## src/rtl/ps2mc_pkg.sv

```systemverilog
`default_nettype none
package ps2mc_pkg;

  localparam int unsigned COORD_W = 10;
  localparam int unsigned BYTE_W  = 8;
  localparam int unsigned CFG_IDX_W = 8;

  typedef logic [COORD_W-1:0] coord_t;
  typedef logic [BYTE_W-1:0]  byte_t;

  // Register map of the configuration channel
  localparam logic [CFG_IDX_W-1:0] REG_X_LIMIT = 8'd0;
  localparam logic [CFG_IDX_W-1:0] REG_Y_LIMIT = 8'd1;
  localparam logic [CFG_IDX_W-1:0] REG_X_HOME  = 8'd2;
  localparam logic [CFG_IDX_W-1:0] REG_Y_HOME  = 8'd3;

  localparam coord_t X_LIMIT_RST = 10'd319;
  localparam coord_t Y_LIMIT_RST = 10'd239;
  localparam coord_t X_HOME_RST  = 10'd160;
  localparam coord_t Y_HOME_RST  = 10'd120;

  // Status byte bit that is always set in a valid first byte
  localparam int unsigned SYNC_BIT = 3;

  // A completed packet, handed from the framer to the cursor update
  typedef struct packed {
    logic  done;
    byte_t dx;
    byte_t dy;
    logic  left;
    logic  right;
  } pkt_t;

endpackage
`default_nettype wire

```

## src/rtl/ps2_mouse_packet_cursor.sv

```systemverilog
// ps2_mouse_packet_cursor
// Frames a stream of PS/2 mouse bytes into three-byte packets and moves a
// clamped cursor. Each accepted in_ item carries one received byte; a first
// byte without bit 3 set is dropped so framing recovers after a lost byte.
// The third byte of a packet produces one out_ item with the new cursor
// position and the left and right button bits; other bytes produce nothing.
// Pipeline: input register, then the framer and clamp logic, then the
// output register. out_tvalid rises as a packet's third byte leaves the
// input register. One item is accepted every cycle while out_ keeps up.
// When out_tready is low, the output register holds its item, the input
// register fills, and in_tready drops; nothing is lost or repeated.
// Reset is synchronous: limits and home return to 319, 239, 160, 120, framing
// restarts, and in_tready stays low after reset while the cursor loads from
// home. Writing a home register later does not move the cursor.
// cfg_ writes are always taken; write only while idle.
`default_nettype none
module ps2_mouse_packet_cursor (
  input  wire        clk,
  input  wire        rst_n,
  input  wire        in_tvalid,
  output logic       in_tready,
  input  wire  [7:0] in_tdata,   // [7:0] rx_byte
  output logic       out_tvalid,
  input  wire        out_tready,
  output logic [23:0] out_tdata, // [9:0] cursor_x, [19:10] cursor_y,
                                 // [20] left_button, [21] right_button, [23:22] zero
  input  wire        cfg_valid,
  output logic       cfg_ready,
  input  wire  [ps2mc_pkg::CFG_IDX_W-1:0] cfg_index,
  input  wire  [ps2mc_pkg::COORD_W-1:0]   cfg_data
);
  import ps2mc_pkg::*;

  coord_t x_limit_r, y_limit_r, x_home_r, y_home_r;
  logic   loaded_r;
  logic   s1_valid_r;
  byte_t  s1_byte_r;
  logic   adv;
  pkt_t   pkt;
  coord_t pos_x_nxt, pos_y_nxt;
  logic   out_valid_r;
  coord_t out_x_r, out_y_r;
  logic   out_left_r, out_right_r;

  assign cfg_ready = 1'b1;

  always_ff @(posedge clk) begin
    if (!rst_n) begin
      x_limit_r <= X_LIMIT_RST;
      y_limit_r <= Y_LIMIT_RST;
      x_home_r  <= X_HOME_RST;
      y_home_r  <= Y_HOME_RST;
    end else if (cfg_valid) begin
      case (cfg_index)
        REG_X_LIMIT: x_limit_r <= cfg_data;
        REG_Y_LIMIT: y_limit_r <= cfg_data;
        REG_X_HOME:  x_home_r  <= cfg_data;
        REG_Y_HOME:  y_home_r  <= cfg_data;
        default: ;
      endcase
    end
  end

  // advance the input register when the output slot is free
  assign adv       = s1_valid_r && (!out_valid_r || out_tready);
  assign in_tready = loaded_r && (!s1_valid_r || adv);

  always_ff @(posedge clk) begin
    if (!rst_n) begin
      loaded_r   <= 1'b0;
      s1_valid_r <= 1'b0;
    end else begin
      loaded_r <= 1'b1;
      if (in_tvalid && in_tready) begin
        s1_valid_r <= 1'b1;
      end else if (adv) begin
        s1_valid_r <= 1'b0;
      end
    end
    if (in_tvalid && in_tready) begin
      s1_byte_r <= in_tdata;
    end
  end

  ps2mc_frame u_frame (
    .clk     (clk),
    .rst_n   (rst_n),
    .fire    (adv),
    .rx_byte (s1_byte_r),
    .pkt     (pkt)
  );

  ps2mc_cursor u_cursor (
    .clk       (clk),
    .load_home (!loaded_r),
    .x_home    (x_home_r),
    .y_home    (y_home_r),
    .x_limit   (x_limit_r),
    .y_limit   (y_limit_r),
    .pkt       (pkt),
    .pos_x_nxt (pos_x_nxt),
    .pos_y_nxt (pos_y_nxt)
  );

  always_ff @(posedge clk) begin
    if (!rst_n) begin
      out_valid_r <= 1'b0;
    end else if (pkt.done) begin
      out_valid_r <= 1'b1;
    end else if (out_tready) begin
      out_valid_r <= 1'b0;
    end
    if (pkt.done) begin
      out_x_r     <= pos_x_nxt;
      out_y_r     <= pos_y_nxt;
      out_left_r  <= pkt.left;
      out_right_r <= pkt.right;
    end
  end

  assign out_tvalid = out_valid_r;
  assign out_tdata  = {2'b00, out_right_r, out_left_r, out_y_r, out_x_r};

endmodule
`default_nettype wire

```

## src/rtl/ps2mc_frame.sv

```systemverilog
`default_nettype none
module ps2mc_frame (
  input  wire             clk,
  input  wire             rst_n,
  input  wire             fire,
  input  ps2mc_pkg::byte_t rx_byte,
  output ps2mc_pkg::pkt_t pkt
);
  import ps2mc_pkg::*;

  typedef enum logic [1:0] {
    IDX_FIRST = 2'd0,
    IDX_DX    = 2'd1,
    IDX_DY    = 2'd2
  } idx_t;

  idx_t  idx_r, idx_nxt;
  byte_t status_r, status_nxt;
  byte_t dx_r, dx_nxt;

  always_comb begin
    idx_nxt    = idx_r;
    status_nxt = status_r;
    dx_nxt     = dx_r;
    pkt.done   = 1'b0;
    pkt.dx     = dx_r;
    pkt.dy     = rx_byte;
    pkt.left   = status_r[0];
    pkt.right  = status_r[1];
    case (idx_r)
      IDX_DX: begin
        dx_nxt  = rx_byte;
        idx_nxt = IDX_DY;
      end
      IDX_DY: begin
        pkt.done = fire;
        idx_nxt  = IDX_FIRST;
      end
      default: begin
        // drop a first byte without the sync bit to regain framing
        if (rx_byte[SYNC_BIT]) begin
          status_nxt = rx_byte;
          idx_nxt    = IDX_DX;
        end else begin
          idx_nxt = IDX_FIRST;
        end
      end
    endcase
  end

  always_ff @(posedge clk) begin
    if (!rst_n) begin
      idx_r <= IDX_FIRST;
    end else if (fire) begin
      idx_r <= idx_nxt;
    end
    if (fire) begin
      status_r <= status_nxt;
      dx_r     <= dx_nxt;
    end
  end

endmodule
`default_nettype wire

```

## src/rtl/ps2mc_cursor.sv

```systemverilog
`default_nettype none
module ps2mc_cursor (
  input  wire               clk,
  input  wire               load_home,
  input  ps2mc_pkg::coord_t x_home,
  input  ps2mc_pkg::coord_t y_home,
  input  ps2mc_pkg::coord_t x_limit,
  input  ps2mc_pkg::coord_t y_limit,
  input  ps2mc_pkg::pkt_t   pkt,
  output ps2mc_pkg::coord_t pos_x_nxt,
  output ps2mc_pkg::coord_t pos_y_nxt
);
  import ps2mc_pkg::*;

  localparam int unsigned SUM_W = COORD_W + 2;

  coord_t pos_x_r, pos_y_r;
  logic signed [SUM_W-1:0] sum_x, sum_y;

  function automatic coord_t clamp(input logic signed [SUM_W-1:0] v, input coord_t lim);
    coord_t res;
    if (v < 0) begin
      res = '0;
    end else if (v > $signed({2'b00, lim})) begin
      res = lim;
    end else begin
      res = v[COORD_W-1:0];
    end
    return res;
  endfunction

  always_comb begin
    sum_x = $signed({2'b00, pos_x_r})
          + $signed({{(SUM_W-BYTE_W){pkt.dx[BYTE_W-1]}}, pkt.dx});
    sum_y = $signed({2'b00, pos_y_r})
          - $signed({{(SUM_W-BYTE_W){pkt.dy[BYTE_W-1]}}, pkt.dy});
    pos_x_nxt = clamp(sum_x, x_limit);
    pos_y_nxt = clamp(sum_y, y_limit);
  end

  always_ff @(posedge clk) begin
    if (load_home) begin
      pos_x_r <= x_home;
      pos_y_r <= y_home;
    end else if (pkt.done) begin
      pos_x_r <= pos_x_nxt;
      pos_y_r <= pos_y_nxt;
    end
  end

endmodule
`default_nettype wire

```

## config.mk

```make
export PLATFORM = sky130hd
export DESIGN_NAME = ps2_mouse_packet_cursor
export DESIGN_NICKNAME = d
export VERILOG_FILES = /design/src/rtl/ps2mc_pkg.sv /design/src/rtl/ps2_mouse_packet_cursor.sv /design/src/rtl/ps2mc_frame.sv /design/src/rtl/ps2mc_cursor.sv
export SDC_FILE = /design/constraint.sdc
export NUM_CORES = 1
export LEC_CHECK = 0
export BUFFER_PORTS_ARGS = -buffer_cell sky130_fd_sc_hd__buf_2
export CAP_MARGIN = 20
export CORE_ASPECT_RATIO = 1.25
export CORE_MARGIN = 4
export CORE_UTILIZATION = 40
export CTS_BUF_LIST = sky130_fd_sc_hd__clkbuf_4
export CTS_CLUSTER_SIZE = 12
export DETAILED_ROUTE_END_ITERATION = 6
export PLACE_DENSITY = 0.68
export SYNTH_ARGS = -nofsm -noshare
export SYNTH_HDL_FRONTEND = slang
export SYNTH_HIERARCHICAL = 1
export SYNTH_SLANG_ARGS = --single-unit
```

## constraint.sdc

```tcl
create_clock -name clk -period 3.8 [get_ports clk]
set_input_delay 0 -clock clk [delete_from_list [all_inputs] [get_ports clk]]
set_output_delay 0 -clock clk [all_outputs]
set_load 0.005 [all_outputs]
```

# --- After elaboration in Yosys (flattened, before gate mapping) ---
# Index checks and enable logic that the tools add are counted.
# W data, S select, Z words.
totals:
  reg_bits: 105
  input_bits: 31
  word_cells: 63
op_classes:
  add_sub_neg: 2
  magnitude_cmp: 4
  n_eq_ne: 6
  mux: 16
  bitwise: 1
  n_reduce_logical: 17
ops:
  columns: ["op", "n"]
  rows:
  - ["$mux W10", 8]
  - ["$gt A12 B11 Y1", 2]
  - ["$lt A12 B1 Y1 const B", 2]
  - ["$eq A8 B2 Y1 const B", 2]
  - ["$add A11 B8 Y12", 1]
  - ["$sub A11 B8 Y12", 1]
  - ["$reduce_and A2 Y1", 5]
  - ["$eq A8 B1 Y1 const B", 1]
  - ["$logic_not A8 Y1", 1]
  - ["$mux W1", 7]
  - ["$pmux W2 S2", 1]
  - ["$reduce_bool A2 Y1", 2]
  - ["$logic_and A1 B1 Y1", 3]
  - ["$reduce_and A3 Y1", 1]
  - ["$eq A2 B1 Y1 const B", 1]
  - ["$eq A2 B2 Y1 const B", 1]
  - ["$logic_not A1 Y1", 2]
  - ["$logic_or A1 B1 Y1", 2]
  - ["$ne A2 B1 Y1 const B", 1]
  - ["$reduce_or A2 Y1", 1]
  - ["$not A1 Y1", 1]

# --- Depth between registers and ports, before layout ---
logic_depth:
  word_depth: 7
  mapped_depth: 18
  mapped_depth_nobuf: 17

# --- Modules after synthesis ---
# Netlist, hierarchy kept.
modules_own_cells:
  columns: ["mod", "n_inst", "cells_per_inst", "area_each_um2", "seq_area_each_um2"]
  rows:
  - ["ps2mc_cursor", 1, 326, 2944.1, 600.6]
  - ["ps2_mouse_packet_cursor", 1, 205, 2676.3, 1761.7]
  - ["ps2mc_frame", 1, 32, 498.0, 340.3]

# --- Worst setup path after synthesis ---
# OpenSTA, ideal clock, no wires.
synth_timing:
  path_type: "reg2reg"
  start: "register s1_byte_r[1]"
  end: "register u_cursor.pos_y_r[8] (data pin)"
  arrival_ps: 3513
  required_time_ps: 3540
  path_slack_ps: 27
  path_stages_with_launch: 19
  n_path_buf: 2
  synth_period_minus_slack_ps: 3773
  path_cell_list: "edfxtp_1 buf_4 inv_1 ha_1 nor2b_1 o31a_1 a211oi_2 mux2i_1 nand3_1 inv_1 ha_1 a211oi_1 nand2_1 a221o_2 a21oi_1 o22a_2 buf_12 mux2i_1 o21ai_1"
synth_via:
  elab_chain_len: 6
synth_rtl:
  columns: ["item", "line", "text"]
  rows:
  - ["start, declared", "ps2_mouse_packet_cursor.sv:37", "byte_t s1_byte_r;"]
  - ["start signal, assigned", "ps2_mouse_packet_cursor.sv:81", "s1_byte_r <= in_tdata;"]
  - ["$sub A11 B8 Y12 (*)", "ps2mc_cursor.sv:36", "- $signed({{(SUM_W-BYTE_W){pkt.dy[BYTE_W-1]}}, pkt.dy});"]
  - ["$gt A12 B11 Y1", "ps2mc_cursor.sv:24", "end else if (v > $signed({2'b00, lim})) begin"]
  - ["$mux W10", "ps2mc_cursor.sv:24", null]
  - ["$mux W10 (*)", "ps2mc_cursor.sv:22", "if (v < 0) begin"]
  - ["$mux W10 (*)", "ps2mc_cursor.sv:45", "end else if (pkt.done) begin"]
  - ["$mux W10 (*)", "ps2mc_cursor.sv:42", "if (load_home) begin"]
  - ["end signal, assigned", "ps2mc_cursor.sv:44", "pos_y_r <= y_home;"]
  - ["end signal, assigned", "ps2mc_cursor.sv:47", "pos_y_r <= pos_y_nxt;"]
  - ["end, declared", "ps2mc_cursor.sv:17", "coord_t pos_x_r, pos_y_r;"]
# Every way passes the cells marked *; elsewhere a longest branch is shown, timed or not. The select of a mux whose other input is x is not followed.
# A chain may end at the register's enable or synchronous reset.

# --- Final worst setup path ---
layout_timing:
  start: "register s1_byte_r[1]"
  end: "register u_cursor.pos_y_r[2] (data pin)"
# The elaborated chain is that of the path after synthesis.

==> results summary <==
The delay of the slowest cell on the worst path is 460 ps. Measured in cells, the most critical reg-to-reg path has a length of 17. The clock tree root driver cell is sky130_fd_sc_hd__clkbuf_4. For this run, global-route usage on met1 was measured as 18.47%.

At the worst endpoint, the required time is about 4000 ps. Walking the worst path, the cells encountered are inv_2 -> ha_4 -> nor2b_4 -> o31a_1 -> a211oi_2 -> mux2i_1 -> nand3_1 -> inv_2 -> ha_4 -> a211oi_2 -> nand2_1 -> a221o_2 -> a21oi_2 -> o22a_2 -> buf_12 -> nor3_1 -> a221o_1. The worst clock skew is ~22 ps. The DRC violation count after routing is 0.

The total of warnings raised by yosys is 6. The die height came out at ~150 um. The final net count came out at around 730. The leading register cell type out of synthesis is sky130_fd_sc_hd__edfxtp_1. After filler insertion, the fill cell instance count of the layout stands at ~1,400. The worst ir drop on vdd came out at roughly 210 uV. The number of pins with negative max-slew slack in the final report is 0.

The post-synthesis cell area is around 6000 um^2. The average cell area after synthesis came out at between 10 and 15 um^2. The met2 track demand over resource in global routing came out at between 30% and 40%.

The initial cell density of the core is 40.75%. The ratio of cells with drive above 1 in the final layout is 27.81%. The mean routed wirelength per cell came out at 17.49 um. For this run, the share of the core covered by cells in the final layout is 48.21%. The average vias per placed instance came out at 5.314. The number of enable flip-flop cells after synthesis is 60.

Clock tree synthesis found a total of about 110 sinks. The critical path endpoint is u_cursor/pos_y_r[2]. The worst setup path is captured at a register. The area share of and/or/nand/nor cells after synthesis is 15.15%. The static leakage is 3.083 nW.

The clock period minus final worst setup slack came out at 3821 ps. Setup repair after global routing could not meet its margin everywhere. TritonCTS built the clock tree. The worst setup path is launched from a register. The mux cell area share after synthesis is 9.162%. The insertion delay of the later-clocked pin in the worst-skew pair came out at 460 ps. The flop and latch count out of synthesis is roughly 110. The critical path contains buffers and inverters numbering 3 combined.

In the post-route analysis, the smallest setup slack over all paths is -21.22 ps. The global placement routability congestion came out at 0.8155. The power per cell area came out at 367.4 nW/um^2. The worst setup path startpoint is s1_byte_r[1]. The min-delay analysis places its worst path in the category primary input to register. In the finished design, the share of the clock period the worst path needs comes to 100.6%. Entering global routing, the biggest net connects 64 pins. The overall die area is around 17,000 um^2. The compound-cell area share of the yosys netlist is 12.74%.

The count of pins on the block boundary is 58. The startpoint of the most critical register-to-register path is s1_byte_r[1]. The number of clock buffers inserted by TritonCTS came out at 9. The final reports fail on negative setup slack.

For met3 alone, demand over resource in global routing was 2.053%. The post-detailed-placement half-perimeter wirelength came out at roughly 11,000 um. Global routing finished with a remaining overflow of 0. Of all nets on the critical path, the largest fanout is 6. The library cell contributing the largest single delay on the critical path is sky130_fd_sc_hd__edfxtp_1. The synthesis-to-finish area growth came out at 18.30%. The total routing usage reported by global routing is 16.76%. The sum of routed wire length over all layers came out at approximately 15,000 um. For this run, asynchronously set or reset flops after synthesis account for 0%.

The combinational family with the most area after synthesis is simple AND/OR/NAND/NOR gates. The count of cell instances traversed by the critical path came out at 17. The combined area of the multi-input logic cells is 3208 um^2. In this run the critical register-to-register path is captured at u_cursor/pos_y_r[2].

The kind of cell with the highest combined delay along the critical path is compound AO/OA/AOI/OAI gates. The number of detailed-routing iterations run before antenna repair came out at 4. The core outline area is 15,010 um^2. The XOR/XNOR share of the synthesized area came out at about 1.9%. The final hold violation count came out at 0. The setup slack of the worst register-to-register path came out at -20 ps.

The row count is 50. The die boundary width came out at around 120 um. The instance count of the mapped netlist came out at 563. The slew of the pin with the lowest slew margin came out at 915.8 ps.

The first routing iteration left 191 violations. The CTS clock-pin slew for the worst setup and hold paths is 170 ps. Derived from the worst setup path, the maximum achievable clock frequency is 261.7 MHz. The smallest hold slack came out at around 130 ps. Setup violations remaining at the end of the flow were counted as 8. The H-tree level count came out at 3. The longest clock path from root to sink contains 2 buffers. The number of global-route vias before repair is 4,547. The post-synthesis share of cell area spent on full adders, half adders and majority gates came out at 9.857%. The count of buffers added on input and output ports is 54. The wire length of the first global-routing pass came out at around 23,000 um. Counting distinct cell types in the post-synthesis netlist gives 71.

The normalized max-slew margin came out at 38.95%. The data arrival time of the critical path came out at a little over 4000 ps. Across all layers, the routed design uses 4,469 vias. The number of maximum-capacitance constraint violations is 0. Registers take 2703 um^2. By startpoint and endpoint, the worst setup path is classified as register to register.

The flow ran to the end, but the final reports show violations. The share of the Yosys chip area taken by registers is 44.17%. The remaining antenna violation count after routing came out at 0. In this run the most used layer during global routing was met2. The number of antenna violations at the first check in global routing is 1.
==> cells in the final DEF (no fill, tap or decap), types with 8 or more instances in the layout <==
cell type / instances
sky130_fd_sc_hd__edfxtp_1: 60
sky130_fd_sc_hd__buf_2: 54
sky130_fd_sc_hd__nand2_1: 52
sky130_fd_sc_hd__mux2i_1: 51
sky130_fd_sc_hd__dfxtp_1: 45
sky130_fd_sc_hd__inv_1: 41
sky130_fd_sc_hd__nor2b_1: 39
sky130_fd_sc_hd__ha_1: 34
sky130_fd_sc_hd__buf_4: 33
sky130_fd_sc_hd__nor2_1: 26
sky130_fd_sc_hd__dlygate4sd3_1: 21
sky130_fd_sc_hd__a21oi_1: 10
sky130_fd_sc_hd__clkbuf_4: 10
sky130_fd_sc_hd__o21a_1: 9
sky130_fd_sc_hd__nor3_1: 8
sky130_fd_sc_hd__xnor2_1: 8
==> area by class of cell <==
type                    instances  area share, %
diodes                          1        0.03457
clock buffers                  10          1.037
clock inverters                 6         0.7260
inverters                      44          2.282
multi-input cells             381          44.32
flip-flops and latches        105          37.34
well taps                     182          3.146
repair buffers                112          11.11
==> synthesized netlist by cell type (4+ instances only) <==
| cell | n | share of area, % |
|---|---|---|
| sky130_fd_sc_hd__o21ai_0 | 4 | 0.33 |
| sky130_fd_sc_hd__mux2i_1 | 56 | 9.2 |
| sky130_fd_sc_hd__a21oi_1 | 13 | 1.1 |
| sky130_fd_sc_hd__dfxtp_1 | 45 | 15 |
| sky130_fd_sc_hd__a211oi_1 | 5 | 0.61 |
| sky130_fd_sc_hd__buf_4 | 15 | 1.8 |
| sky130_fd_sc_hd__clkbuf_1 | 10 | 0.61 |
| sky130_fd_sc_hd__nand3_1 | 4 | 0.33 |
| sky130_fd_sc_hd__nor2_1 | 27 | 1.7 |
| sky130_fd_sc_hd__a21o_1 | 6 | 0.74 |
| sky130_fd_sc_hd__and3_1 | 4 | 0.41 |
| sky130_fd_sc_hd__nor3_1 | 8 | 0.65 |
| sky130_fd_sc_hd__nand4_1 | 6 | 0.61 |
| sky130_fd_sc_hd__nand2_1 | 52 | 3.2 |
| sky130_fd_sc_hd__ha_1 | 45 | 9.2 |
| sky130_fd_sc_hd__a22o_2 | 7 | 1.1 |
| sky130_fd_sc_hd__inv_1 | 44 | 2.7 |
| sky130_fd_sc_hd__o31ai_1 | 8 | 0.98 |
| sky130_fd_sc_hd__xnor2_1 | 10 | 1.4 |
| sky130_fd_sc_hd__a221o_1 | 7 | 1.1 |
| sky130_fd_sc_hd__and2_1 | 4 | 0.41 |
| sky130_fd_sc_hd__o21a_1 | 9 | 1.1 |
| sky130_fd_sc_hd__buf_6 | 5 | 0.92 |
| sky130_fd_sc_hd__edfxtp_1 | 60 | 29 |
| sky130_fd_sc_hd__nor2b_1 | 40 | 4.1 |
==> per-stage QoR <==
step	cell area (um^2)	setup slack, ps	cells	power [mW]	setup TNS, ps
after floorplan	6122	27.13	564	1.807	0
after global placement	6566	-48.77	790	1.975	-528.0
after detailed placement	6566	-179.1	790	1.992	-3432
after CTS	7103	-42.49	834	2.640	-430.8
after global routing	7238	-183.5	841	2.788	-3138
final	7238	-21.22	841	2.659	-66.05
==> where the power goes <==
part	switching [mW]	internal [mW]
registers	0.0164	1.25
logic	0.426	0.428
clock network	0.386	0.153
total	0.828	1.83
==> registers in the layout, summed over array words and instances (netlist names), 2 cells and up <==
| signal | cells |
|---|---|
| u_frame/dx_r | 8 |
| u_frame/idx_r | 2 |
| y_home_r | 10 |
| u_cursor/pos_x_r | 10 |
| s1_byte_r | 8 |
| out_y_r | 10 |
| u_frame/status_r | 2 |
| u_cursor/pos_y_r | 10 |
| x_home_r | 10 |
| x_limit_r | 10 |
| out_x_r | 10 |
| y_limit_r | 10 |
==> routing by layer <==
layer / up-vias / part of all wire, %
li1: 2175 / -
met1: 2179 / 40
met2: 96 / 55
met3: 19 / 2.5
met4: 0 / 2.4
met5: - / 0
==> kinds of logic after synthesis <==
group | after synthesis
xor gates and xnor gates | 13
AOI/OAI and AO/OA | 91
muxes | 56
other | 2
buffers and inverters | 78
adders and majority gates | 47
DFF | 105
and+or+nand+nor | 171
==> worst min path at each step <==
| stage | from | to | slack (ps) | cells after the start |
|---|---|---|---|---|
| final | rst_n | loaded_r | 130 | 1 |
| after global routing | cfg_index[1] | x_limit_r[1] | 130 | 3 |
| after CTS | rst_n | loaded_r | 110 | 1 |
| after detailed placement | in_tdata[6] | s1_byte_r[6] | 180 | 1 |
| after global placement | in_tdata[6] | s1_byte_r[6] | 180 | 1 |
| after floorplan | rst_n | loaded_r | 30 | 0 |
==> repair_timing <==
item / CTS / global route
setup endpoints to repair: 39 / 40
pin swaps: 17 / 16
hold endpoints to repair: 50 / 0
gates resized for setup: 24 / 20
hold buffers: 21 / 0
setup buffers: 6 / 6
gates cloned: 1 / 0
(Power assumes the default switching activity.)
